==> config.mk <==
export PLATFORM = sky130hd
export DESIGN_NAME = backdoor_pointer_port
export DESIGN_NICKNAME = d
export VERILOG_FILES = /design/src/rtl/core/bdpp_pkg.sv /design/src/rtl/core/bdpp_div.sv /design/src/rtl/core/bdpp_ctrl.sv /design/src/rtl/core/bdpp_dp.sv /design/src/rtl/core/backdoor_pointer_port.sv
export SDC_FILE = /design/constraint.sdc
export NUM_CORES = 1
export LEC_CHECK = 0
export BUFFER_PORTS_ARGS = -buffer_cell sky130_fd_sc_hd__buf_4
export CORE_MARGIN = 2
export CORE_UTILIZATION = 35
export CTS_CLUSTER_SIZE = 16
export DETAILED_ROUTE_END_ITERATION = 12
export GPL_ROUTABILITY_DRIVEN = 0
export PLACE_DENSITY = 0.52
export REMOVE_ABC_BUFFERS = 1
export SLEW_MARGIN = 20
export SYNTH_ARGS = -nofsm -noshare
export SYNTH_HDL_FRONTEND = slang
export SYNTH_HIERARCHICAL = 1
export SYNTH_SLANG_ARGS = --single-unit
==> constraint.sdc <==
create_clock -name i_clk -period 10.85 [get_ports i_clk]
set_input_delay 1.6275 -clock i_clk [delete_from_list [all_inputs] [get_ports i_clk]]
set_output_delay 1.6275 -clock i_clk [all_outputs]
set_load 0.02 [all_outputs]
==> src/rtl/core/bdpp_pkg.sv <==
// package for the backdoor pointer port: codes, constants, shared types
// no dependencies
`default_nettype none
package bdpp_pkg;
    localparam logic [31:0] MAGIC_VALUE   = 32'h564D5868;
    localparam logic [31:0] SUB_ENABLE    = 32'h45414552;
    localparam logic [31:0] SUB_RELATIVE  = 32'h000000F5;
    localparam logic [31:0] SUB_ABSOLUTE  = 32'h53424152;
    localparam logic [15:0] CMD_VERSION   = 16'd10;
    localparam logic [15:0] CMD_DATA      = 16'd39;
    localparam logic [15:0] CMD_STATUS    = 16'd40;
    localparam logic [15:0] CMD_POINTER   = 16'd41;
    localparam logic [15:0] CENTER        = 16'h7fff;
    localparam logic [31:0] STATUS_UPDATED = 32'd4;
    localparam int          QUO_BITS      = 33;
    localparam int          NUM_BITS      = 33;

    localparam logic [1:0] KIND_READ   = 2'd0;
    localparam logic [1:0] KIND_MOVE   = 2'd1;
    localparam logic [1:0] KIND_BUTTON = 2'd2;
    localparam logic [1:0] KIND_WHEEL  = 2'd3;

    localparam logic [1:0] REG_WIDTH    = 2'd0;
    localparam logic [1:0] REG_HEIGHT   = 2'd1;
    localparam logic [1:0] REG_OFFSET_X = 2'd2;
    localparam logic [1:0] REG_OFFSET_Y = 2'd3;

    // controller to datapath
    typedef struct packed {
        logic load;      // capture request, do immediate work
        logic div_start; // start division for the selected axis
        logic axis_y;    // 0 x axis, 1 y axis
        logic commit;    // apply move result
    } t_cmd;

    // datapath to controller
    typedef struct packed {
        logic is_move;
        logic div_done;
    } t_stat;
endpackage
`default_nettype wire

==> src/rtl/core/bdpp_div.sv <==
// restoring divider, one quotient bit a cycle
// depends on bdpp_pkg
`default_nettype none
module bdpp_div (
    input  wire logic                           i_clk,
    input  wire logic                           i_rst_n,
    input  wire logic                           i_start,
    input  wire logic [bdpp_pkg::NUM_BITS-1:0]  i_num,
    input  wire logic [bdpp_pkg::NUM_BITS-1:0]  i_den,
    output      logic                           o_done,
    output      logic [bdpp_pkg::QUO_BITS-1:0]  o_quo
);
    import bdpp_pkg::*;
    localparam int CW = $clog2(NUM_BITS + 1);

    logic [NUM_BITS-1:0] r_rem, r_quo, r_den;
    logic [CW-1:0]       r_cnt;
    logic                r_busy, r_done;
    logic [NUM_BITS:0]   w_trial;

    // shift in next numerator bit and try subtract
    assign w_trial = {r_rem, r_quo[NUM_BITS-1]} - {1'b0, r_den};

    always_ff @(posedge i_clk) begin
        if (!i_rst_n) begin
            r_busy <= 1'b0;
            r_done <= 1'b0;
            r_cnt  <= '0;
        end else begin
            r_done <= 1'b0;
            if (i_start) begin
                r_busy <= 1'b1;
                r_cnt  <= CW'(NUM_BITS);
            end else if (r_busy) begin
                r_cnt <= r_cnt - 1'b1;
                if (r_cnt == CW'(1)) begin
                    r_busy <= 1'b0;
                    r_done <= 1'b1;
                end
            end
        end
    end

    always_ff @(posedge i_clk) begin
        if (i_start) begin
            r_rem <= '0;
            r_quo <= i_num;
            r_den <= i_den;
        end else if (r_busy) begin
            if (!w_trial[NUM_BITS]) begin
                r_rem <= w_trial[NUM_BITS-1:0];
                r_quo <= {r_quo[NUM_BITS-2:0], 1'b1};
            end else begin
                r_rem <= {r_rem[NUM_BITS-2:0], r_quo[NUM_BITS-1]};
                r_quo <= {r_quo[NUM_BITS-2:0], 1'b0};
            end
        end
    end

    assign o_done = r_done;
    assign o_quo  = r_quo;

`ifndef SYNTH
    a_done_after_busy: assert property (@(posedge i_clk) disable iff (!i_rst_n)
        o_done |-> $past(r_busy)) else $error("divider done without busy");
    a_no_start_busy: assert property (@(posedge i_clk) disable iff (!i_rst_n)
        r_busy |-> !o_done) else $error("divider done while busy");
    a_cnt_range: assert property (@(posedge i_clk) disable iff (!i_rst_n)
        r_busy |-> r_cnt != '0) else $error("divider count ran out");
`endif
endmodule
`default_nettype wire

==> src/rtl/core/bdpp_ctrl.sv <==
// controller: sequences a request through capture, two divisions for a move, and output
// depends on bdpp_pkg
`default_nettype none
module bdpp_ctrl (
    input  wire logic            i_clk,
    input  wire logic            i_rst_n,
    input  wire logic            i_in_valid,
    output      logic            o_in_stall,
    input  wire logic            i_out_free,
    output      logic            o_out_load,
    output      bdpp_pkg::t_cmd  o_cmd,
    input  wire bdpp_pkg::t_stat i_stat
);
    import bdpp_pkg::*;

    typedef enum logic [5:0] {
        S_IDLE  = 6'b000001,
        S_DECD  = 6'b000010,
        S_DIVX  = 6'b000100,
        S_DIVY  = 6'b001000,
        S_DONE  = 6'b010000,
        S_WAIT  = 6'b100000
    } t_state;

    t_state r_state, n_state;

    always_comb begin
        n_state      = r_state;
        o_cmd        = '0;
        o_out_load   = 1'b0;
        o_in_stall   = 1'b1;
        case (r_state)
            S_IDLE: begin
                o_in_stall = 1'b0;
                if (i_in_valid) begin
                    o_cmd.load = 1'b1;
                    n_state    = S_DECD;
                end
            end
            S_DECD: begin
                if (i_stat.is_move) begin
                    o_cmd.div_start = 1'b1;
                    n_state         = S_DIVX;
                end else begin
                    n_state = S_WAIT;
                end
            end
            S_DIVX: begin
                if (i_stat.div_done) begin
                    o_cmd.div_start = 1'b1;
                    o_cmd.axis_y    = 1'b1;
                    n_state         = S_DIVY;
                end
            end
            S_DIVY: begin
                o_cmd.axis_y = 1'b1;
                if (i_stat.div_done) begin
                    n_state = S_DONE;
                end
            end
            S_DONE: begin
                o_cmd.commit = 1'b1;
                n_state      = S_WAIT;
            end
            S_WAIT: begin
                if (i_out_free) begin
                    o_out_load = 1'b1;
                    n_state    = S_IDLE;
                end
            end
            default: n_state = S_IDLE;
        endcase
    end

    always_ff @(posedge i_clk) begin
        if (!i_rst_n) r_state <= S_IDLE;
        else          r_state <= n_state;
    end

`ifndef SYNTH
    a_onehot: assert property (@(posedge i_clk) disable iff (!i_rst_n)
        $onehot(r_state)) else $error("state not one-hot");
    a_load_idle: assert property (@(posedge i_clk) disable iff (!i_rst_n)
        o_cmd.load |-> r_state == S_IDLE) else $error("load outside idle");
    a_commit_seq: assert property (@(posedge i_clk) disable iff (!i_rst_n)
        o_cmd.commit |-> $past(r_state) == S_DIVY) else $error("commit out of order");
`endif
endmodule
`default_nettype wire

==> src/rtl/core/bdpp_dp.sv <==
// datapath: pointer state, config registers, result formation
// depends on bdpp_pkg, bdpp_div
`default_nettype none
module bdpp_dp (
    input  wire logic            i_clk,
    input  wire logic            i_rst_n,
    input  wire logic            i_cfg_we,
    input  wire logic [1:0]      i_cfg_index,
    input  wire logic [15:0]     i_cfg_data,
    input  wire logic [1:0]      i_kind,
    input  wire logic [31:0]     i_magic_word,
    input  wire logic [15:0]     i_command,
    input  wire logic [31:0]     i_sub_command,
    input  wire logic [15:0]     i_abs_x,
    input  wire logic [15:0]     i_abs_y,
    input  wire logic            i_button_left,
    input  wire logic            i_button_right,
    input  wire logic            i_button_middle,
    input  wire logic [15:0]     i_wheel_delta,
    input  wire bdpp_pkg::t_cmd  i_cmd,
    output      bdpp_pkg::t_stat o_stat,
    output      logic [31:0]     o_ret_a,
    output      logic [31:0]     o_ret_b,
    output      logic [15:0]     o_ret_c,
    output      logic [7:0]      o_ret_d,
    output      logic [3:0]      o_write_mask,
    output      logic            o_changed
);
    import bdpp_pkg::*;

    logic [15:0] r_width, r_height, r_off_x, r_off_y;
    logic        r_active, r_pending;
    logic [7:0]  r_buttons, r_wheel;
    logic [15:0] r_pos_x, r_pos_y, r_new_x;
    logic [15:0] r_pos_y_n;
    logic [15:0] r_abs_x, r_abs_y;
    logic        r_move;
    logic [31:0] r_a, r_b;
    logic [15:0] r_c;
    logic [7:0]  r_d;
    logic [3:0]  r_mask;
    logic        r_chg;

    // config registers
    always_ff @(posedge i_clk) begin
        if (!i_rst_n) begin
            r_width  <= 16'd640;
            r_height <= 16'd480;
            r_off_x  <= '0;
            r_off_y  <= '0;
        end else if (i_cfg_we) begin
            case (i_cfg_index)
                REG_WIDTH:    r_width  <= i_cfg_data;
                REG_HEIGHT:   r_height <= i_cfg_data;
                REG_OFFSET_X: r_off_x  <= i_cfg_data;
                REG_OFFSET_Y: r_off_y  <= i_cfg_data;
                default: ;
            endcase
        end
    end

    // clamp and numerator/divisor for the selected axis
    logic [15:0] w_abs, w_off, w_res, w_pos, w_div;
    logic [16:0] w_p;
    logic [NUM_BITS-1:0] w_num, w_den;
    logic [QUO_BITS-1:0] w_quo;
    logic        w_done;
    logic [15:0] w_q16;

    always_comb begin
        w_abs = i_cmd.axis_y ? r_abs_y  : r_abs_x;
        w_off = i_cmd.axis_y ? r_off_y  : r_off_x;
        w_res = i_cmd.axis_y ? r_height : r_width;
        w_pos = (w_abs > w_off) ? (w_abs - w_off) : 16'd0;
        if (w_pos > w_res) w_pos = w_res;
        w_div = (w_res > 16'd1) ? (w_res - 16'd1) : 16'd1;
        // 2*pos*65535 = (pos<<17) - (pos<<1)
        w_p   = {w_pos, 1'b0};
        w_num = ({w_p, 16'd0} - {16'd0, w_p}) + {16'd0, 1'b0, w_div};
        w_den = {16'd0, w_div, 1'b0};
    end

    bdpp_div u_div (
        .i_clk   (i_clk),
        .i_rst_n (i_rst_n),
        .i_start (i_cmd.div_start),
        .i_num   (w_num),
        .i_den   (w_den),
        .o_done  (w_done),
        .o_quo   (w_quo)
    );

    assign w_q16 = (w_quo > QUO_BITS'(16'hFFFF)) ? 16'hFFFF : w_quo[15:0];
    assign o_stat.is_move  = r_move;
    assign o_stat.div_done = w_done;

    // immediate event work
    logic [7:0]  w_nb;
    logic signed [16:0] w_sum;
    logic [7:0]  w_nw;
    always_comb begin
        w_nb  = {2'b00, i_button_left, i_button_right, i_button_middle, 3'b000};
        w_sum = 17'(signed'(i_wheel_delta)) + 17'(signed'(r_wheel));
        if (w_sum > 17'sd127)       w_nw = 8'h7f;
        else if (w_sum < -17'sd128) w_nw = 8'h80;
        else                        w_nw = w_sum[7:0];
    end

    always_ff @(posedge i_clk) begin
        if (!i_rst_n) begin
            r_active  <= 1'b0;
            r_pending <= 1'b0;
            r_buttons <= '0;
            r_wheel   <= '0;
            r_pos_x   <= CENTER;
            r_pos_y   <= CENTER;
            r_move    <= 1'b0;
        end else begin
            if (i_cmd.load) begin
                r_a    <= '0;
                r_b    <= '0;
                r_c    <= '0;
                r_d    <= '0;
                r_mask <= '0;
                r_chg  <= 1'b0;
                r_move <= 1'b0;
                r_abs_x <= i_abs_x;
                r_abs_y <= i_abs_y;
                if (i_kind == KIND_READ) begin
                    r_mask <= 4'd1;
                    if (i_magic_word == MAGIC_VALUE) begin
                        r_a <= i_magic_word;
                        case (i_command)
                            CMD_VERSION: begin
                                r_a    <= '0;
                                r_b    <= MAGIC_VALUE;
                                r_mask <= 4'd3;
                            end
                            CMD_DATA: begin
                                r_a     <= {24'd0, r_buttons};
                                r_b     <= {16'd0, r_pos_x};
                                r_c     <= r_pos_y;
                                r_d     <= r_wheel;
                                r_mask  <= 4'd15;
                                r_wheel <= '0;
                            end
                            CMD_STATUS: begin
                                r_a       <= r_pending ? STATUS_UPDATED : 32'd0;
                                r_pending <= 1'b0;
                            end
                            CMD_POINTER: begin
                                if (i_sub_command == SUB_RELATIVE ||
                                    i_sub_command == SUB_ABSOLUTE) begin
                                    r_active  <= (i_sub_command == SUB_ABSOLUTE);
                                    r_buttons <= '0;
                                    r_wheel   <= '0;
                                end
                            end
                            default: ;
                        endcase
                    end
                end else if (r_active) begin
                    case (i_kind)
                        KIND_MOVE: r_move <= 1'b1;
                        KIND_BUTTON: begin
                            r_buttons <= w_nb;
                            if (w_nb != r_buttons) begin
                                r_chg     <= 1'b1;
                                r_pending <= 1'b1;
                            end
                        end
                        KIND_WHEEL: begin
                            r_wheel <= w_nw;
                            if (w_nw != r_wheel) begin
                                r_chg     <= 1'b1;
                                r_pending <= 1'b1;
                            end
                        end
                        default: ;
                    endcase
                end
            end
            // hold x quotient until y finishes; x ends as the y division starts
            if (w_done && i_cmd.div_start) r_new_x <= w_q16;
            if (i_cmd.commit) begin
                r_pos_x <= r_new_x;
                r_pos_y <= r_pos_y_n;
                if (r_new_x != r_pos_x || r_pos_y_n != r_pos_y) begin
                    r_chg     <= 1'b1;
                    r_pending <= 1'b1;
                end
            end
        end
    end

    // y quotient captured when its division ends
    always_ff @(posedge i_clk) begin
        if (w_done && i_cmd.axis_y && !i_cmd.div_start) r_pos_y_n <= w_q16;
    end

    assign o_ret_a      = r_a;
    assign o_ret_b      = r_b;
    assign o_ret_c      = r_c;
    assign o_ret_d      = r_d;
    assign o_write_mask = r_mask;
    assign o_changed    = r_chg;

`ifndef SYNTH
    a_cap: assert property (@(posedge i_clk) disable iff (!i_rst_n)
        w_done |-> w_quo <= QUO_BITS'(17'h1FFFF)) else $error("quotient too wide");
    a_inactive: assert property (@(posedge i_clk) disable iff (!i_rst_n)
        (i_cmd.load && !r_active && i_kind != KIND_READ) |=> !r_chg)
        else $error("inactive event changed state");
    a_chg_sets_pending: assert property (@(posedge i_clk) disable iff (!i_rst_n)
        $rose(r_chg) |-> r_pending) else $error("change without pending flag");
`endif
endmodule
`default_nettype wire

==> src/rtl/core/backdoor_pointer_port.sv <==
// backdoor pointer port top level
// reads and button/wheel events skip the divider; a move runs
//   two 33-step divisions in series in one shared divider; one request at a time
// a new request is accepted only once the previous result is in the output register; it frees on take
// reset: synchronous active low, clears state and loads default resolution
// depends on bdpp_pkg, bdpp_ctrl, bdpp_dp, bdpp_div
`default_nettype none
module backdoor_pointer_port (
    input  wire logic        i_clk,
    input  wire logic        i_rst_n,
    input  wire logic        i_cfg_we,
    input  wire logic [1:0]  i_cfg_index,
    input  wire logic [15:0] i_cfg_data,
    input  wire logic        i_in_valid,
    output      logic        o_in_stall,
    input  wire logic [1:0]  i_kind,
    input  wire logic [31:0] i_magic_word,
    input  wire logic [15:0] i_command,
    input  wire logic [31:0] i_sub_command,
    input  wire logic [15:0] i_abs_x,
    input  wire logic [15:0] i_abs_y,
    input  wire logic        i_button_left,
    input  wire logic        i_button_right,
    input  wire logic        i_button_middle,
    input  wire logic [15:0] i_wheel_delta,
    output      logic        o_out_valid,
    input  wire logic        i_out_stall,
    output      logic [31:0] o_ret_a,
    output      logic [31:0] o_ret_b,
    output      logic [15:0] o_ret_c,
    output      logic [7:0]  o_ret_d,
    output      logic [3:0]  o_write_mask,
    output      logic        o_changed
);
    import bdpp_pkg::*;

    t_cmd  w_cmd;
    t_stat w_stat;
    logic  w_load, w_free;
    logic [31:0] w_a, w_b;
    logic [15:0] w_c;
    logic [7:0]  w_d;
    logic [3:0]  w_m;
    logic        w_ch;
    logic        r_ov;

    assign w_free = !r_ov || !i_out_stall;

    bdpp_ctrl u_ctrl (
        .i_clk      (i_clk),
        .i_rst_n    (i_rst_n),
        .i_in_valid (i_in_valid),
        .o_in_stall (o_in_stall),
        .i_out_free (w_free),
        .o_out_load (w_load),
        .o_cmd      (w_cmd),
        .i_stat     (w_stat)
    );

    bdpp_dp u_dp (
        .i_clk           (i_clk),
        .i_rst_n         (i_rst_n),
        .i_cfg_we        (i_cfg_we),
        .i_cfg_index     (i_cfg_index),
        .i_cfg_data      (i_cfg_data),
        .i_kind          (i_kind),
        .i_magic_word    (i_magic_word),
        .i_command       (i_command),
        .i_sub_command   (i_sub_command),
        .i_abs_x         (i_abs_x),
        .i_abs_y         (i_abs_y),
        .i_button_left   (i_button_left),
        .i_button_right  (i_button_right),
        .i_button_middle (i_button_middle),
        .i_wheel_delta   (i_wheel_delta),
        .i_cmd           (w_cmd),
        .o_stat          (w_stat),
        .o_ret_a         (w_a),
        .o_ret_b         (w_b),
        .o_ret_c         (w_c),
        .o_ret_d         (w_d),
        .o_write_mask    (w_m),
        .o_changed       (w_ch)
    );

    // output register
    always_ff @(posedge i_clk) begin
        if (!i_rst_n) begin
            r_ov <= 1'b0;
        end else if (w_load) begin
            r_ov <= 1'b1;
        end else if (!i_out_stall) begin
            r_ov <= 1'b0;
        end
    end

    always_ff @(posedge i_clk) begin
        if (w_load) begin
            o_ret_a      <= w_a;
            o_ret_b      <= w_b;
            o_ret_c      <= w_c;
            o_ret_d      <= w_d;
            o_write_mask <= w_m;
            o_changed    <= w_ch;
        end
    end

    assign o_out_valid = r_ov;

`ifndef SYNTH
    a_hold: assert property (@(posedge i_clk) disable iff (!i_rst_n)
        (o_out_valid && i_out_stall) |=> o_out_valid && $stable(o_ret_a))
        else $error("stalled result changed");
    a_no_overwrite: assert property (@(posedge i_clk) disable iff (!i_rst_n)
        w_load |-> w_free) else $error("result overwritten");
    a_read_mask: assert property (@(posedge i_clk) disable iff (!i_rst_n)
        (o_out_valid && o_write_mask != 4'd0) |-> o_write_mask[0])
        else $error("read result missing accumulator");
`endif
endmodule
`default_nettype wire
==> impl_results.html, run 1 <==
<table>
<tr><th>Metric</th><th>Value</th></tr>
<tr><th colspan="2">Worst setup path</th></tr>
<tr><td>Setup crit end kind</td><td>register</td></tr>
<tr><td>Cells on worst reg2reg path</td><td>36</td></tr>
<tr><td>Reg2Reg Capture Point</td><td>u_dp/u_div/o_quo[21]</td></tr>
<tr><td>Largest delay contributor family on the critical path</td><td>compound AO/OA/AOI/OAI gates</td></tr>
<tr><td>Arrival time of the worst setup path</td><td>roughly 9.9 ns</td></tr>
<tr><td>Cell type with the highest occurrence count on the critical path</td><td>a21o_1</td></tr>
<tr><td>Startpoint kind of the worst setup timing path</td><td>register</td></tr>
<tr><td>Critical path's largest stage delay</td><td>between 0.8 and 0.9 ns</td></tr>
<tr><td>Cell with the biggest individual delay on the critical path</td><td>a21o_1</td></tr>
<tr><td>Critical path class</td><td>reg -&gt; reg</td></tr>
<tr><td>Source of the worst register-to-register timing path</td><td>u_ctrl/r_state[2]</td></tr>
<tr><td>CP max FO</td><td>29</td></tr>
<tr><td>Worst path bufs/invs</td><td>3</td></tr>
<tr><td>Minimum setup slack among reg-to-reg paths</td><td>around 1.3 ns</td></tr>
<tr><td>Endpoint required time on the critical path</td><td>~11 ns</td></tr>
<tr><td>Worst Setup SP</td><td>u_ctrl/r_state[2]</td></tr>
<tr><th colspan="2">Final layout</th></tr>
<tr><td>Filler cells</td><td>6674</td></tr>
<tr><td>P&amp;R area growth vs syn</td><td>19.4%</td></tr>
<tr><td>Count of antenna diodes in the layout</td><td>0</td></tr>
<tr><td>Share of final-layout standard cells stronger than drive strength 1</td><td>0.181</td></tr>
<tr><td>Fin area</td><td>between 0.02 and 0.03 mm2</td></tr>
<tr><td>Nets</td><td>between 2000 and 3000</td></tr>
<tr><td>Final cell count without fillers</td><td>about 3500</td></tr>
<tr><th colspan="2">Power and ir drop</th></tr>
<tr><td>Total power draw</td><td>a little under 5 mW</td></tr>
<tr><td>Total power divided by cell area</td><td>between 150 and 200 mW/mm2</td></tr>
<tr><td>Static Leak</td><td>10.7 nW</td></tr>
<tr><td>Largest vdd supply drop</td><td>roughly 0.12 mV</td></tr>
<tr><th colspan="2">Die</th></tr>
<tr><td>Core Area</td><td>roughly 0.069 mm2</td></tr>
<tr><td>Effective utilization at floorplan</td><td>0.354</td></tr>
<tr><td>Die width</td><td>267 um</td></tr>
<tr><td>Count of standard-cell rows</td><td>96</td></tr>
<tr><td>Vertical extent of the die</td><td>267 um</td></tr>
<tr><td>Die ar.</td><td>approximately 0.072 mm2</td></tr>
<tr><td>Number of I/O pins</td><td>roughly 250</td></tr>
<tr><th colspan="2">Place</th></tr>
<tr><td>Place WS</td><td>roughly 1.1 ns</td></tr>
<tr><td>Cell Count Post-Placement</td><td>around 3400</td></tr>
<tr><td>Port buffer count</td><td>between 200 and 300</td></tr>
<tr><td>Placement Cell Area</td><td>between 0.02 and 0.03 mm2</td></tr>
<tr><td>Half-perimeter wire length of the detailed placement result</td><td>about 45000 um</td></tr>
<tr><th colspan="2">Yosys</th></tr>
<tr><td>Post-synth EDFFs</td><td>300</td></tr>
<tr><td>Cell types occupying the most area after synthesis</td><td>edfxtp_1 37%, dfxtp_1 13%, ha_1 5.0%</td></tr>
<tr><td>Share of synthesized area occupied by flip-flops and latches</td><td>0.501</td></tr>
<tr><td>Most frequent cell after synthesis</td><td>edfxtp_1</td></tr>
<tr><td>Library cells used by synthesis</td><td>102</td></tr>
<tr><td>Top cells by instance count after synthesis</td><td>300 x edfxtp_1, 266 x nand2_1, 158 x dfxtp_1</td></tr>
<tr><td>Dominant cell type by area after synthesis</td><td>edfxtp_1</td></tr>
<tr><td>Avg Inst Size Synth</td><td>between 10 and 15 um2</td></tr>
<tr><td>Synth warnings</td><td>6</td></tr>
<tr><td>Fraction of synthesis flops using an asynchronous set or reset pin</td><td>0</td></tr>
<tr><td>Yosys top cell area share</td><td>0.371</td></tr>
<tr><td>Cell count after synthesis</td><td>approximately 2300</td></tr>
<tr><td>Post-synthesis sequential element count</td><td>between 400 and 500</td></tr>
<tr><td>Most used flip-flop cell after synthesis</td><td>edfxtp_1</td></tr>
<tr><td>Post-Synthesis Cell Area</td><td>about 0.024 mm2</td></tr>
<tr><th colspan="2">Global route</th></tr>
<tr><td>Total routing usage reported by global routing</td><td>0.171</td></tr>
<tr><td>Pin count of the biggest net entering global routing</td><td>between 70 and 80</td></tr>
<tr><td>Number of global-route vias before repair</td><td>around 18000</td></tr>
<tr><td>Global-route wire length before repair</td><td>roughly 100000 um</td></tr>
<tr><td>Number of antenna violations at the first check in global routing</td><td>0</td></tr>
<tr><td>Leftover overflow at the end of global routing</td><td>0</td></tr>
<tr><th colspan="2">STA</th></tr>
<tr><td>Final hold violation count</td><td>0</td></tr>
<tr><td>Final period demand of the worst path</td><td>9.56 ns</td></tr>
<tr><td>Setup repair after global routing missed its margin</td><td>no</td></tr>
<tr><td>Slack of the critical path</td><td>about 1.3 ns</td></tr>
<tr><td>Clock tree skew after final layout</td><td>0.0496 ns</td></tr>
<tr><td>Total of endpoints with negative setup slack in the final report</td><td>0</td></tr>
<tr><td>Crit share post-route</td><td>0.881</td></tr>
<tr><td>Fmax</td><td>~0.10 GHz</td></tr>
<tr><td>Final Max Tran Viols</td><td>0</td></tr>
<tr><td>Worst slew slack as a fraction of its limit</td><td>0.266</td></tr>
<tr><td>Slew at the pin closest to its max-slew limit</td><td>approximately 1.1 ns</td></tr>
<tr><th colspan="2">Routing</th></tr>
<tr><td>Top layer used by detailed routing</td><td>met4</td></tr>
<tr><td>Routed wire length on met3</td><td>between 3000 and 4000 um</td></tr>
<tr><td>Post-route ant nets</td><td>0</td></tr>
<tr><td>Routed via count</td><td>between 15000 and 20000</td></tr>
<tr><td>Number of remaining DRC errors</td><td>0</td></tr>
<tr><td>Via/cell ratio</td><td>roughly 5.2</td></tr>
<tr><td>1st-iter DRT viols</td><td>about 1300</td></tr>
<tr><td>Detailed-route wire length on metal 1</td><td>between 20000 and 30000 um</td></tr>
<tr><td>Router iterations before antenna repair</td><td>6</td></tr>
<tr><td>Routed length on met2</td><td>just under 30000 um</td></tr>
<tr><td>Routed Wire Length</td><td>62600 um</td></tr>
<tr><td>Routed len/inst</td><td>roughly 18 um</td></tr>
<tr><th colspan="2">Clocking</th></tr>
<tr><td>Clock Tree Root</td><td>clkbuf_16</td></tr>
<tr><td>Number of clock buffers inserted by TritonCTS</td><td>between 50 and 60</td></tr>
<tr><td>Clock latency of the later-clocked register in the worst-skew pair</td><td>between 0.6 and 0.7 ns</td></tr>
<tr><td>Number of hold-repair buffers added at the cts stage</td><td>0</td></tr>
<tr><td>Number of sinks handled by clock tree synthesis</td><td>between 400 and 500</td></tr>
<tr><td>Post_cts resized</td><td>0</td></tr>
<tr><td>Number of setup buffers added after CTS</td><td>0</td></tr>
<tr><td>Total number of H-tree levels</td><td>2</td></tr>
<tr><td>Clock tree from TritonCTS</td><td>yes</td></tr>
<tr><td>Clock transition time at the flip-flop clock pins of the worst setup and hold paths</td><td>roughly 0.06 ns</td></tr>
<tr><td>Clock Path Buffers</td><td>3</td></tr>
<tr><th colspan="2">Outcome</th></tr>
<tr><td>Result of the run</td><td>completed</td></tr>
<tr><th colspan="2">Flow run</th></tr>
<tr><td>Max capacitance violation total</td><td>0</td></tr>
<tr><th colspan="2">Hold path</th></tr>
<tr><td>Tightest Hold Check Type</td><td>reg -&gt; reg</td></tr>
<tr><td>Origin of the worst min-delay path</td><td>u_dp/o_ret_b[15]</td></tr>
<tr><td>End of the worst hold path</td><td>o_ret_b[15]</td></tr>
<tr><td>Hold path depth</td><td>0</td></tr>
</table>
==> cell families after synthesis <==
group / synth area share
xor gates and xnor gates: 0.0450
DFF: 0.501
and+or+nand+nor: 0.158
adders and majority gates: 0.0538
AOI/OAI and AO/OA: 0.152
muxes: 0.0539
buffers and inverters: 0.0357
other: 0.000154
==> worst register-to-register path: cells and delay by family (launching register included) <==
kind	cells	cell delay, ns
flops	1	0.45
mux	2	0.62
fa+ha+maj	3	1.14
simple gates	13	2.41
compound gates	14	3.94
buf+inv	3	0.62
xor+xnor	1	0.16
==> layout by cell type, fill, tap and decap left out, types with 41 or more instances in the layout <==
cell type	synthesis	layout
a21boi_0	69	69
a21o_1	42	42
a21oi_1	118	117
and2_1	48	47
buf_4	20	273
clkbuf_16	0	53
conb_1	1	41
dfxtp_1	158	158
edfxtp_1	300	300
ha_1	98	98
inv_1	82	82
mux2_2	54	54
mux2i_1	67	67
nand2_1	266	266
nand3_1	60	60
nor2_1	141	138
nor3_1	45	45
o21ai_0	58	57
xnor2_1	83	83
==> state kept, by name, indices dropped and copies added (netlist names), 17 cells and up <==
name / count
u_dp/o_ret_a: 32
o_ret_b: 32
u_dp/u_div/o_quo: 33
u_dp/u_div/r_rem: 33
u_dp/o_ret_b: 17
o_ret_a: 32
u_dp/u_div/r_den: 33
==> layer usage <==
metal  global-route usage  up-vias
li1                     -     8951
met2                0.283      493
met5                    0        -
met1                0.228     8678
met4               0.0572        0
met3               0.0273      122
==> cell type report <==
cell class,count,area (um2),share of cell area
Timing Repair Buffer,274,2080,0.0716
Clock buffer,73,1520,0.0523
Multi-Input combinational cell,1692,11500,0.395
Sequential cell,458,12200,0.420
Tap cell,931,1160,0.0402
Inverter,83,312,0.0107
Clock inverter,23,312,0.0107
==> how the worst max path moves through the flow <==
stage | slack [ns] | cells after the start | to
2_1_floorplan | -0.39 | 37 | u_dp/u_div/o_quo[21]
3_3_place_gp | 1.42 | 35 | u_dp/u_div/o_quo[21]
3_5_place_dp | 1.10 | 35 | u_dp/u_div/o_quo[21]
4_1_cts | 1.10 | 35 | u_dp/u_div/o_quo[21]
5_1_grt | 0.53 | 35 | u_dp/u_div/o_quo[21]
6_report | 1.29 | 36 | u_dp/u_div/o_quo[21]
==> per-stage QoR <==
step | hold WS (ns) | TNS [ns] | utilization
2_1_floorplan | 0.400 | -2.72 | -
3_3_place_gp | 0.402 | 0 | 0.395
3_5_place_dp | 0.405 | 0 | 0.395
4_1_cts | 0.416 | 0 | 0.422
5_1_grt | 0.422 | 0 | 0.422
6_report | 0.415 | 0 | 0.422
==> report_power, final <==
group | internal (mW) | leakage, nW | switching [mW]
sequential | 1.93 | 3.92 | 0.0388
combinational | 0.394 | 5.86 | 0.642
clock | 1.08 | 0.886 | 0.745
total | 3.41 | 10.7 | 1.43
No activity file was read; power rests on OpenSTA's default activity.
==> run 2, diff against run 1 <==
--- a/config.mk
+++ b/config.mk
@@ -5,6 +5,7 @@
 export SDC_FILE = /design/constraint.sdc
 export NUM_CORES = 1
 export LEC_CHECK = 0
+export ABC_AREA = 1
 export BUFFER_PORTS_ARGS = -buffer_cell sky130_fd_sc_hd__buf_4
 export CORE_MARGIN = 2
 export CORE_UTILIZATION = 35
==> run 2 against run 1 <==
  * Synthesized area increased by 3.7%
  * Sequential cell count unchanged
  * Critical endpoint is now u_dp/u_div/o_quo[22]
  * Via count increased by 13%
  * Combinational power decreased by 26%
  * Critical path depth increased by 7
  * Setup slack improved by 1.8 ns
  * Non-clock buffer count decreased by 7
  * Total power decreased by 6.6%
  * Clock power about the same
  * First-iteration DRC count increased by 5.7%
==> impl_results.html, run 2 <==
<table>
<tr><th>Metric</th><th>Value</th></tr>
<tr><th colspan="2">Yosys</th></tr>
<tr><td>Top cells by instance count after synthesis</td><td>875 x nand2_1, 442 x inv_1, 316 x nor2_1</td></tr>
<tr><td>Share of synthesized area occupied by flip-flops and latches</td><td>0.483</td></tr>
<tr><td>Library cells used by synthesis</td><td>between 50 and 60</td></tr>
<tr><td>Fraction of synthesis flops using an asynchronous set or reset pin</td><td>0</td></tr>
<tr><td>Cell types occupying the most area after synthesis</td><td>edfxtp_1 36%, nand2_1 13%, dfxtp_1 13%</td></tr>
<tr><td>Post-synthesis sequential element count</td><td>roughly 460</td></tr>
<tr><td>Synth warnings</td><td>6</td></tr>
<tr><td>Cell count after synthesis</td><td>roughly 3100</td></tr>
<tr><td>Yosys top cell area share</td><td>0.357</td></tr>
<tr><td>Post-Synthesis Cell Area</td><td>about 0.025 mm2</td></tr>
<tr><td>Dominant cell type by area after synthesis</td><td>edfxtp_1</td></tr>
<tr><td>Most frequent cell after synthesis</td><td>nand2_1</td></tr>
<tr><td>Post-synth EDFFs</td><td>300</td></tr>
<tr><td>Avg Inst Size Synth</td><td>between 8 and 9 um2</td></tr>
<tr><td>Most used flip-flop cell after synthesis</td><td>edfxtp_1</td></tr>
<tr><th colspan="2">Die</th></tr>
<tr><td>Die ar.</td><td>around 0.074 mm2</td></tr>
<tr><td>Effective utilization at floorplan</td><td>0.353</td></tr>
<tr><td>Die width</td><td>~270 um</td></tr>
<tr><td>Core Area</td><td>0.0714 mm2</td></tr>
<tr><td>Vertical extent of the die</td><td>roughly 270 um</td></tr>
<tr><td>Number of I/O pins</td><td>between 200 and 300</td></tr>
<tr><td>Count of standard-cell rows</td><td>a little under 100</td></tr>
<tr><th colspan="2">Routing</th></tr>
<tr><td>Routed via count</td><td>approximately 21000</td></tr>
<tr><td>Routed Wire Length</td><td>just under 70000 um</td></tr>
<tr><td>Routed len/inst</td><td>about 15 um</td></tr>
<tr><td>Via/cell ratio</td><td>~4.7</td></tr>
<tr><td>Router iterations before antenna repair</td><td>5</td></tr>
<tr><td>Number of remaining DRC errors</td><td>0</td></tr>
<tr><td>Post-route ant nets</td><td>0</td></tr>
<tr><td>1st-iter DRT viols</td><td>around 1400</td></tr>
<tr><th colspan="2">Clocking</th></tr>
<tr><td>Clock Tree Root</td><td>clkbuf_16</td></tr>
<tr><td>Total number of H-tree levels</td><td>2</td></tr>
<tr><td>Post_cts resized</td><td>0</td></tr>
<tr><td>Clock tree from TritonCTS</td><td>yes</td></tr>
<tr><td>Number of sinks handled by clock tree synthesis</td><td>roughly 460</td></tr>
<tr><td>Number of setup buffers added after CTS</td><td>0</td></tr>
<tr><td>Number of hold-repair buffers added at the cts stage</td><td>0</td></tr>
<tr><td>Clock transition time at the flip-flop clock pins of the worst setup and hold paths</td><td>0.06 ns</td></tr>
<tr><td>Clock latency of the later-clocked register in the worst-skew pair</td><td>around 0.63 ns</td></tr>
<tr><td>Number of clock buffers inserted by TritonCTS</td><td>54</td></tr>
<tr><td>Clock Path Buffers</td><td>3</td></tr>
<tr><th colspan="2">Final layout</th></tr>
<tr><td>Leading cell types in the layout, fill and taps excluded</td><td>874 x nand2_1, 441 x inv_1, 311 x nor2_1</td></tr>
<tr><td>Share of final-layout standard cells stronger than drive strength 1</td><td>0.141</td></tr>
<tr><td>P&amp;R area growth vs syn</td><td>18.7%</td></tr>
<tr><td>Multi-input combinational cell area</td><td>approximately 0.011 mm2</td></tr>
<tr><td>Sequential cell area</td><td>between 0.01 and 0.015 mm2</td></tr>
<tr><td>Count of antenna diodes in the layout</td><td>0</td></tr>
<tr><td>Most common cell after layout, fill and taps aside</td><td>nand2_1</td></tr>
<tr><td>Filler cells</td><td>7274</td></tr>
<tr><td>Nets</td><td>about 3700</td></tr>
<tr><th colspan="2">Worst setup path</th></tr>
<tr><td>Setup crit end kind</td><td>register</td></tr>
<tr><td>Critical path's largest stage delay</td><td>0.57 ns</td></tr>
<tr><td>Cell with the biggest individual delay on the critical path</td><td>o21ai_4</td></tr>
<tr><td>Cells on worst reg2reg path</td><td>43</td></tr>
<tr><td>CP max FO</td><td>41</td></tr>
<tr><td>Cell type with the highest occurrence count on the critical path</td><td>nand2_1</td></tr>
<tr><td>Endpoint required time on the critical path</td><td>between 10 and 15 ns</td></tr>
<tr><td>Critical path class</td><td>reg -&gt; reg</td></tr>
<tr><td>Arrival time of the worst setup path</td><td>a little over 8 ns</td></tr>
<tr><td>Startpoint kind of the worst setup timing path</td><td>register</td></tr>
<tr><th colspan="2">Hold path</th></tr>
<tr><td>Tightest Hold Check Type</td><td>reg -&gt; reg</td></tr>
<tr><td>Hold path depth</td><td>0</td></tr>
<tr><th colspan="2">Outcome</th></tr>
<tr><td>Result of the run</td><td>completed</td></tr>
<tr><th colspan="2">STA</th></tr>
<tr><td>Fmax</td><td>about 0.13 GHz</td></tr>
<tr><td>Final Max Tran Viols</td><td>0</td></tr>
<tr><td>Final period demand of the worst path</td><td>7.76 ns</td></tr>
<tr><td>Total of endpoints with negative setup slack in the final report</td><td>0</td></tr>
<tr><td>Crit share post-route</td><td>0.715</td></tr>
<tr><td>Final hold violation count</td><td>0</td></tr>
<tr><td>Slack of the critical path</td><td>just over 3 ns</td></tr>
<tr><td>Total Neg Setup Slack</td><td>0 ns</td></tr>
<tr><td>Worst slew slack as a fraction of its limit</td><td>0.357</td></tr>
<tr><td>Slew at the pin closest to its max-slew limit</td><td>slightly below 1 ns</td></tr>
<tr><td>Setup repair after global routing missed its margin</td><td>no</td></tr>
<tr><td>Clock tree skew after final layout</td><td>between 0.03 and 0.04 ns</td></tr>
<tr><th colspan="2">Power and ir drop</th></tr>
<tr><td>Reg power frac</td><td>0.421</td></tr>
<tr><td>Total power draw</td><td>4.52 mW</td></tr>
<tr><td>Relative contribution of the clock network to total power</td><td>0.407</td></tr>
<tr><td>Total power divided by cell area</td><td>~150 mW/mm2</td></tr>
<tr><td>Net Switching</td><td>about 1.3 mW</td></tr>
<tr><td>Static Leak</td><td>around 14 nW</td></tr>
<tr><td>Switching portion of total power</td><td>0.289</td></tr>
<tr><td>Largest vdd supply drop</td><td>between 0.1 and 0.15 mV</td></tr>
<tr><td>Relative contribution of combinational cells to total power</td><td>0.171</td></tr>
<tr><td>Internal Dissipation</td><td>3.21 mW</td></tr>
<tr><th colspan="2">Place</th></tr>
<tr><td>Place WS</td><td>3.11 ns</td></tr>
<tr><td>Port buffer count</td><td>250</td></tr>
<tr><td>Half-perimeter wire length of the detailed placement result</td><td>51500 um</td></tr>
<tr><th colspan="2">Global route</th></tr>
<tr><td>Number of global-route vias before repair</td><td>slightly below 20000</td></tr>
<tr><td>Total routing usage reported by global routing</td><td>0.181</td></tr>
<tr><td>Pin count of the biggest net entering global routing</td><td>74</td></tr>
<tr><td>Number of antenna violations at the first check in global routing</td><td>0</td></tr>
<tr><td>Global-route wire length before repair</td><td>about 110000 um</td></tr>
<tr><td>Leftover overflow at the end of global routing</td><td>0</td></tr>
<tr><th colspan="2">Flow run</th></tr>
<tr><td>Max capacitance violation total</td><td>0</td></tr>
</table>
## run 2: worst max-delay path, delay by kind of cell (launching register included)
family,cells,cell delay (ns)
AND/OR/NAND/NOR,26,2.95
AO/OA/AOI/OAI,7,1.69
adder cells (fa/ha/maj),4,1.08
buffers and inverters,6,1.39
flip-flops,1,0.34
## run 2: cells by family (layout without fill, tap and decap cells)
group / count (synthesis) / in the layout / share of synthesized area
AND/OR/NAND/NOR: 1603 / 1603 / 0.273
buffers and inverters: 551 / 830 / 0.0879
flip-flops: 458 / 458 / 0.483
AO/OA/AOI/OAI: 348 / 348 / 0.0766
adder cells (fa/ha/maj): 101 / 101 / 0.0510
XOR/XNOR: 80 / 80 / 0.0278
other: 1 / 41 / 0.000149
multiplexers: 1 / 1 / 0.000397
## run 2: through the flow
stage	cells	hold WS, ns	util	instance area [um2]
final	4412	0.413	0.419	29900
after floorplan	3093	0.400	-	24900
after global placement	4310	0.401	0.394	28100
after global routing	4412	0.423	0.419	29900
after detailed placement	4310	0.405	0.394	28100
after CTS	4412	0.413	0.419	29900
## run 2: path summary, 6_finish.rpt
check / startpoint / end / slack (ns)
worst max-delay path: u_ctrl/r_state[4] / u_dp/u_div/o_quo[22] / 3.09
worst max register to register: u_ctrl/r_state[4] / u_dp/u_div/o_quo[22] / 3.09
worst min register to register: u_dp/o_ret_b[9] / o_ret_b[9] / 0.41
worst min-delay path: u_dp/o_ret_b[9] / o_ret_b[9] / 0.41
## run 2: power by group through the flow
| stage | Combinational (mW) | Clock [mW] | Sequential, mW |
|---|---|---|---|
| final | 0.773 | 1.84 | 1.90 |
| after global routing | 0.863 | 1.97 | 1.91 |
| after CTS | 0.769 | 1.90 | 1.90 |
| after detailed placement | 0.766 | 0 | 1.94 |
| after global placement | 0.769 | 0 | 1.94 |
| after floorplan | 0.520 | 0 | 1.94 |
## run 2: metal layers
metal / track usage / part of all wire / vias up
li1: - / - / 10700
met1: 0.234 / 0.46 / 9296
met2: 0.308 / 0.46 / 493
met3: 0.0320 / 0.054 / 103
met4: 0.0545 / 0.028 / 0
met5: 0 / 0 / -
## run 2: area by class of cell
type,instances,share of cell area
inverters,461,0.0579
flip-flops and latches,458,0.407
repair buffers,267,0.0670
multi-input cells,2174,0.368
clock buffers,66,0.0477
clock inverters,36,0.0133
well taps,950,0.0397
==> run 3, diff against run 2 <==
--- a/config.mk
+++ b/config.mk
@@ -5,14 +5,14 @@
 export SDC_FILE = /design/constraint.sdc
 export NUM_CORES = 1
 export LEC_CHECK = 0
-export ABC_AREA = 1
+export ABC_AREA = 0
 export BUFFER_PORTS_ARGS = -buffer_cell sky130_fd_sc_hd__buf_4
 export CORE_MARGIN = 2
 export CORE_UTILIZATION = 35
 export CTS_CLUSTER_SIZE = 16
 export DETAILED_ROUTE_END_ITERATION = 12
 export GPL_ROUTABILITY_DRIVEN = 0
-export PLACE_DENSITY = 0.52
+export PLACE_DENSITY = 0.54
 export REMOVE_ABC_BUFFERS = 1
 export SLEW_MARGIN = 20
 export SYNTH_ARGS = -nofsm -noshare
==> constraint.sdc (replaced) <==
create_clock -name i_clk -period 6.3 [get_ports i_clk]
set_input_delay 0.945 -clock i_clk [delete_from_list [all_inputs] [get_ports i_clk]]
set_output_delay 0.945 -clock i_clk [all_outputs]
set_load 0.02 [all_outputs]
==> run 3 against run 2 <==
  * The flow now finishes with violations (negative setup slack)
  * Clock-buffer cell count is 3 higher
  * First-iteration DRC count is 16% lower
  * Largest cell class is now multi-input combinational cells
  * Critical path type unchanged
  * Critical endpoint is now u_dp/u_div/o_quo[21]
  * Clock skew is 0.0051 ns lower
==> impl_results.html, run 3 (synthesized netlist as in run 1, its figures left out) <==
<table>
<tr><th>Metric</th><th>Value</th></tr>
<tr><th colspan="2">Worst setup path</th></tr>
<tr><td>CP max FO</td><td>7</td></tr>
<tr><td>Minimum setup slack among reg-to-reg paths</td><td>-0.93 ns</td></tr>
<tr><td>Critical path class</td><td>reg -&gt; reg</td></tr>
<tr><td>Cell with the biggest individual delay on the critical path</td><td>dfxtp_2</td></tr>
<tr><td>Source of the worst register-to-register timing path</td><td>u_ctrl/r_state[2]</td></tr>
<tr><td>Arrival time of the worst setup path</td><td>7.58 ns</td></tr>
<tr><td>Reg2Reg Capture Point</td><td>u_dp/u_div/o_quo[21]</td></tr>
<tr><td>Cells on worst reg2reg path</td><td>40</td></tr>
<tr><td>Critical path's largest stage delay</td><td>0.34 ns</td></tr>
<tr><td>Endpoint required time on the critical path</td><td>around 6.6 ns</td></tr>
<tr><td>Startpoint kind of the worst setup timing path</td><td>register</td></tr>
<tr><td>Cell type with the highest occurrence count on the critical path</td><td>a21oi_4</td></tr>
<tr><td>Setup crit end kind</td><td>register</td></tr>
<tr><th colspan="2">Routing</th></tr>
<tr><td>Number of remaining DRC errors</td><td>0</td></tr>
<tr><td>Routed via count</td><td>19500</td></tr>
<tr><td>Routed Wire Length</td><td>roughly 65000 um</td></tr>
<tr><td>Via/cell ratio</td><td>~5.1</td></tr>
<tr><td>Post-route ant nets</td><td>0</td></tr>
<tr><td>Routed len/inst</td><td>between 15 and 20 um</td></tr>
<tr><td>1st-iter DRT viols</td><td>1174</td></tr>
<tr><td>Router iterations before antenna repair</td><td>5</td></tr>
<tr><th colspan="2">Power and ir drop</th></tr>
<tr><td>Total power draw</td><td>roughly 9 mW</td></tr>
<tr><td>Switching portion of total power</td><td>0.291</td></tr>
<tr><td>Static Leak</td><td>roughly 12 nW</td></tr>
<tr><td>Net Switching</td><td>2.68 mW</td></tr>
<tr><td>Internal Dissipation</td><td>around 6.5 mW</td></tr>
<tr><td>Relative contribution of combinational cells to total power</td><td>0.296</td></tr>
<tr><td>Largest vdd supply drop</td><td>0.211 mV</td></tr>
<tr><td>Reg power frac</td><td>0.368</td></tr>
<tr><td>Total power divided by cell area</td><td>~290 mW/mm2</td></tr>
<tr><td>Relative contribution of the clock network to total power</td><td>0.336</td></tr>
<tr><th colspan="2">STA</th></tr>
<tr><td>Final period demand of the worst path</td><td>around 7.2 ns</td></tr>
<tr><td>Final Max Tran Viols</td><td>0</td></tr>
<tr><td>Worst slew slack as a fraction of its limit</td><td>0.304</td></tr>
<tr><td>Crit share post-route</td><td>1.15</td></tr>
<tr><td>Clock tree skew after final layout</td><td>between 0.03 and 0.04 ns</td></tr>
<tr><td>Slack of the critical path</td><td>-0.935 ns</td></tr>
<tr><td>Setup repair after global routing missed its margin</td><td>yes</td></tr>
<tr><td>Post-route worst hold slack</td><td>~0.41 ns</td></tr>
<tr><td>Slew at the pin closest to its max-slew limit</td><td>~1.0 ns</td></tr>
<tr><td>Fmax</td><td>0.138 GHz</td></tr>
<tr><td>Total of endpoints with negative setup slack in the final report</td><td>29</td></tr>
<tr><td>Final hold violation count</td><td>0</td></tr>
<tr><th colspan="2">Final layout</th></tr>
<tr><td>Filler cells</td><td>6345</td></tr>
<tr><td>Leading cell types in the layout, fill and taps excluded</td><td>523 x buf_4, 300 x edfxtp_1, 257 x nand2_1</td></tr>
<tr><td>Most common cell after layout, fill and taps aside</td><td>buf_4</td></tr>
<tr><td>Share of final-layout standard cells stronger than drive strength 1</td><td>0.306</td></tr>
<tr><td>P&amp;R area growth vs syn</td><td>32.7%</td></tr>
<tr><td>Nets</td><td>roughly 3000</td></tr>
<tr><th colspan="2">Outcome</th></tr>
<tr><td>Violated checks</td><td>negative setup slack</td></tr>
<tr><td>Result of the run</td><td>finished with violations</td></tr>
<tr><th colspan="2">Place</th></tr>
<tr><td>Place WS</td><td>-1.30 ns</td></tr>
<tr><td>Port buffer count</td><td>250</td></tr>
<tr><td>Half-perimeter wire length of the detailed placement result</td><td>between 40000 and 50000 um</td></tr>
<tr><th colspan="2">Hold path</th></tr>
<tr><td>Origin of the worst min-delay path</td><td>u_dp/o_ret_b[12]</td></tr>
<tr><td>Hold path depth</td><td>0</td></tr>
<tr><td>Tightest Hold Check Type</td><td>reg -&gt; reg</td></tr>
<tr><td>End of the worst hold path</td><td>o_ret_b[12]</td></tr>
<tr><th colspan="2">Clocking</th></tr>
<tr><td>Total number of H-tree levels</td><td>2</td></tr>
<tr><td>Clock transition time at the flip-flop clock pins of the worst setup and hold paths</td><td>around 0.06 ns</td></tr>
<tr><td>Clock tree from TritonCTS</td><td>yes</td></tr>
<tr><td>Number of hold-repair buffers added at the cts stage</td><td>0</td></tr>
<tr><td>Number of sinks handled by clock tree synthesis</td><td>458</td></tr>
<tr><td>Number of clock buffers inserted by TritonCTS</td><td>50</td></tr>
<tr><td>Clock Tree Root</td><td>clkbuf_16</td></tr>
<tr><td>Clock latency of the later-clocked register in the worst-skew pair</td><td>0.61 ns</td></tr>
<tr><td>Clock Path Buffers</td><td>3</td></tr>
<tr><th colspan="2">Die</th></tr>
<tr><td>Number of I/O pins</td><td>~250</td></tr>
<tr><td>Vertical extent of the die</td><td>around 270 um</td></tr>
<tr><td>Effective utilization at floorplan</td><td>0.354</td></tr>
<tr><td>Die ar.</td><td>0.0715 mm2</td></tr>
<tr><td>Count of standard-cell rows</td><td>96</td></tr>
<tr><td>Core Area</td><td>around 0.069 mm2</td></tr>
<tr><td>Die width</td><td>between 200 and 300 um</td></tr>
<tr><th colspan="2">Global route</th></tr>
<tr><td>Global routing met1 resource utilization</td><td>0.224</td></tr>
<tr><td>Pin count of the biggest net entering global routing</td><td>between 70 and 80</td></tr>
<tr><td>Grt met2 use</td><td>0.301</td></tr>
<tr><td>Met3 capacity usage during global routing</td><td>0.0223</td></tr>
<tr><td>Total routing usage reported by global routing</td><td>0.176</td></tr>
<tr><td>Number of global-route vias before repair</td><td>approximately 19000</td></tr>
<tr><td>Number of antenna violations at the first check in global routing</td><td>0</td></tr>
<tr><td>Leftover overflow at the end of global routing</td><td>0</td></tr>
<tr><td>GRT busiest layer</td><td>met2</td></tr>
<tr><td>Global-route wire length before repair</td><td>101000 um</td></tr>
<tr><th colspan="2">Flow run</th></tr>
<tr><td>Max capacitance violation total</td><td>0</td></tr>
</table>
[run 3: metrics by stage]
stage	TNS, ns	cell area [um2]	util	cells
2_1_floorplan	-433.21	23900	-	2233
3_3_place_gp	-23.77	28700	0.418	3639
3_5_place_dp	-31.03	28700	0.418	3639
4_1_cts	-15.50	31600	0.459	3780
5_1_grt	-30.65	32200	0.469	3807
6_report	-20.55	32200	0.469	3808
[run 3: area by class of cell]
type / instances / area (um2) / area share
sequential: 458 / 12200 / 0.378
timing repair buffer: 549 / 4310 / 0.134
antenna: 1 / 2.50 / 0.0000776
inverter: 83 / 312 / 0.00966
clock inverter: 25 / 355 / 0.0110
tap: 931 / 1160 / 0.0361
clock buffer: 69 / 1440 / 0.0445
multi-input combinational: 1692 / 12500 / 0.387
[run 3: worst max path at each step]
stage	start	end	slack [ns]	cells after the start
global placement	u_ctrl/r_state[5]	u_dp/u_div/o_quo[29]	-1.05	35
detailed placement	u_ctrl/r_state[2]	u_dp/u_div/o_quo[29]	-1.30	36
floorplan	u_ctrl/r_state[2]	u_dp/u_div/o_quo[21]	-4.94	37
CTS	u_ctrl/r_state[2]	u_dp/u_div/o_quo[21]	-0.77	42
global route	u_ctrl/r_state[2]	u_dp/u_div/o_quo[21]	-1.30	43
finish	u_ctrl/r_state[2]	u_dp/u_div/o_quo[21]	-0.93	40
[run 3: what timing repair did]
action	4_1_cts	5_1_grt
setup endpoints to repair	30	31
gates resized for setup	138	98
gates cloned	1	2
setup buffers	46	27
pin swaps	68	76
[run 3: metal layers]
layer	wire length (um)	part of all wire	vias to the layer above
li1	-	-	9505
met1	28800	0.44	9297
met2	31100	0.48	552
met3	2890	0.044	145
met4	2630	0.040	0
met5	0	0	-
[run 3: power by group through the flow]
stage	logic, mW	registers, mW	clock network [mW]
finish	2.73	3.39	3.10
detailed placement	2.14	3.45	0
CTS	2.38	3.39	3.19
floorplan	1.20	3.46	0
global route	2.94	3.40	3.31
global placement	2.12	3.45	0
[run 3: critical path, delay by kind of cell (launching register included)]
| kind | cells | cell delay [ns] |
|---|---|---|
| flops | 1 | 0.34 |
| fa+ha+maj | 3 | 0.85 |
| xor+xnor | 2 | 0.29 |
| mux | 3 | 0.57 |
| buf+inv | 6 | 0.83 |
| simple gates | 10 | 1.19 |
| compound gates | 16 | 2.90 |
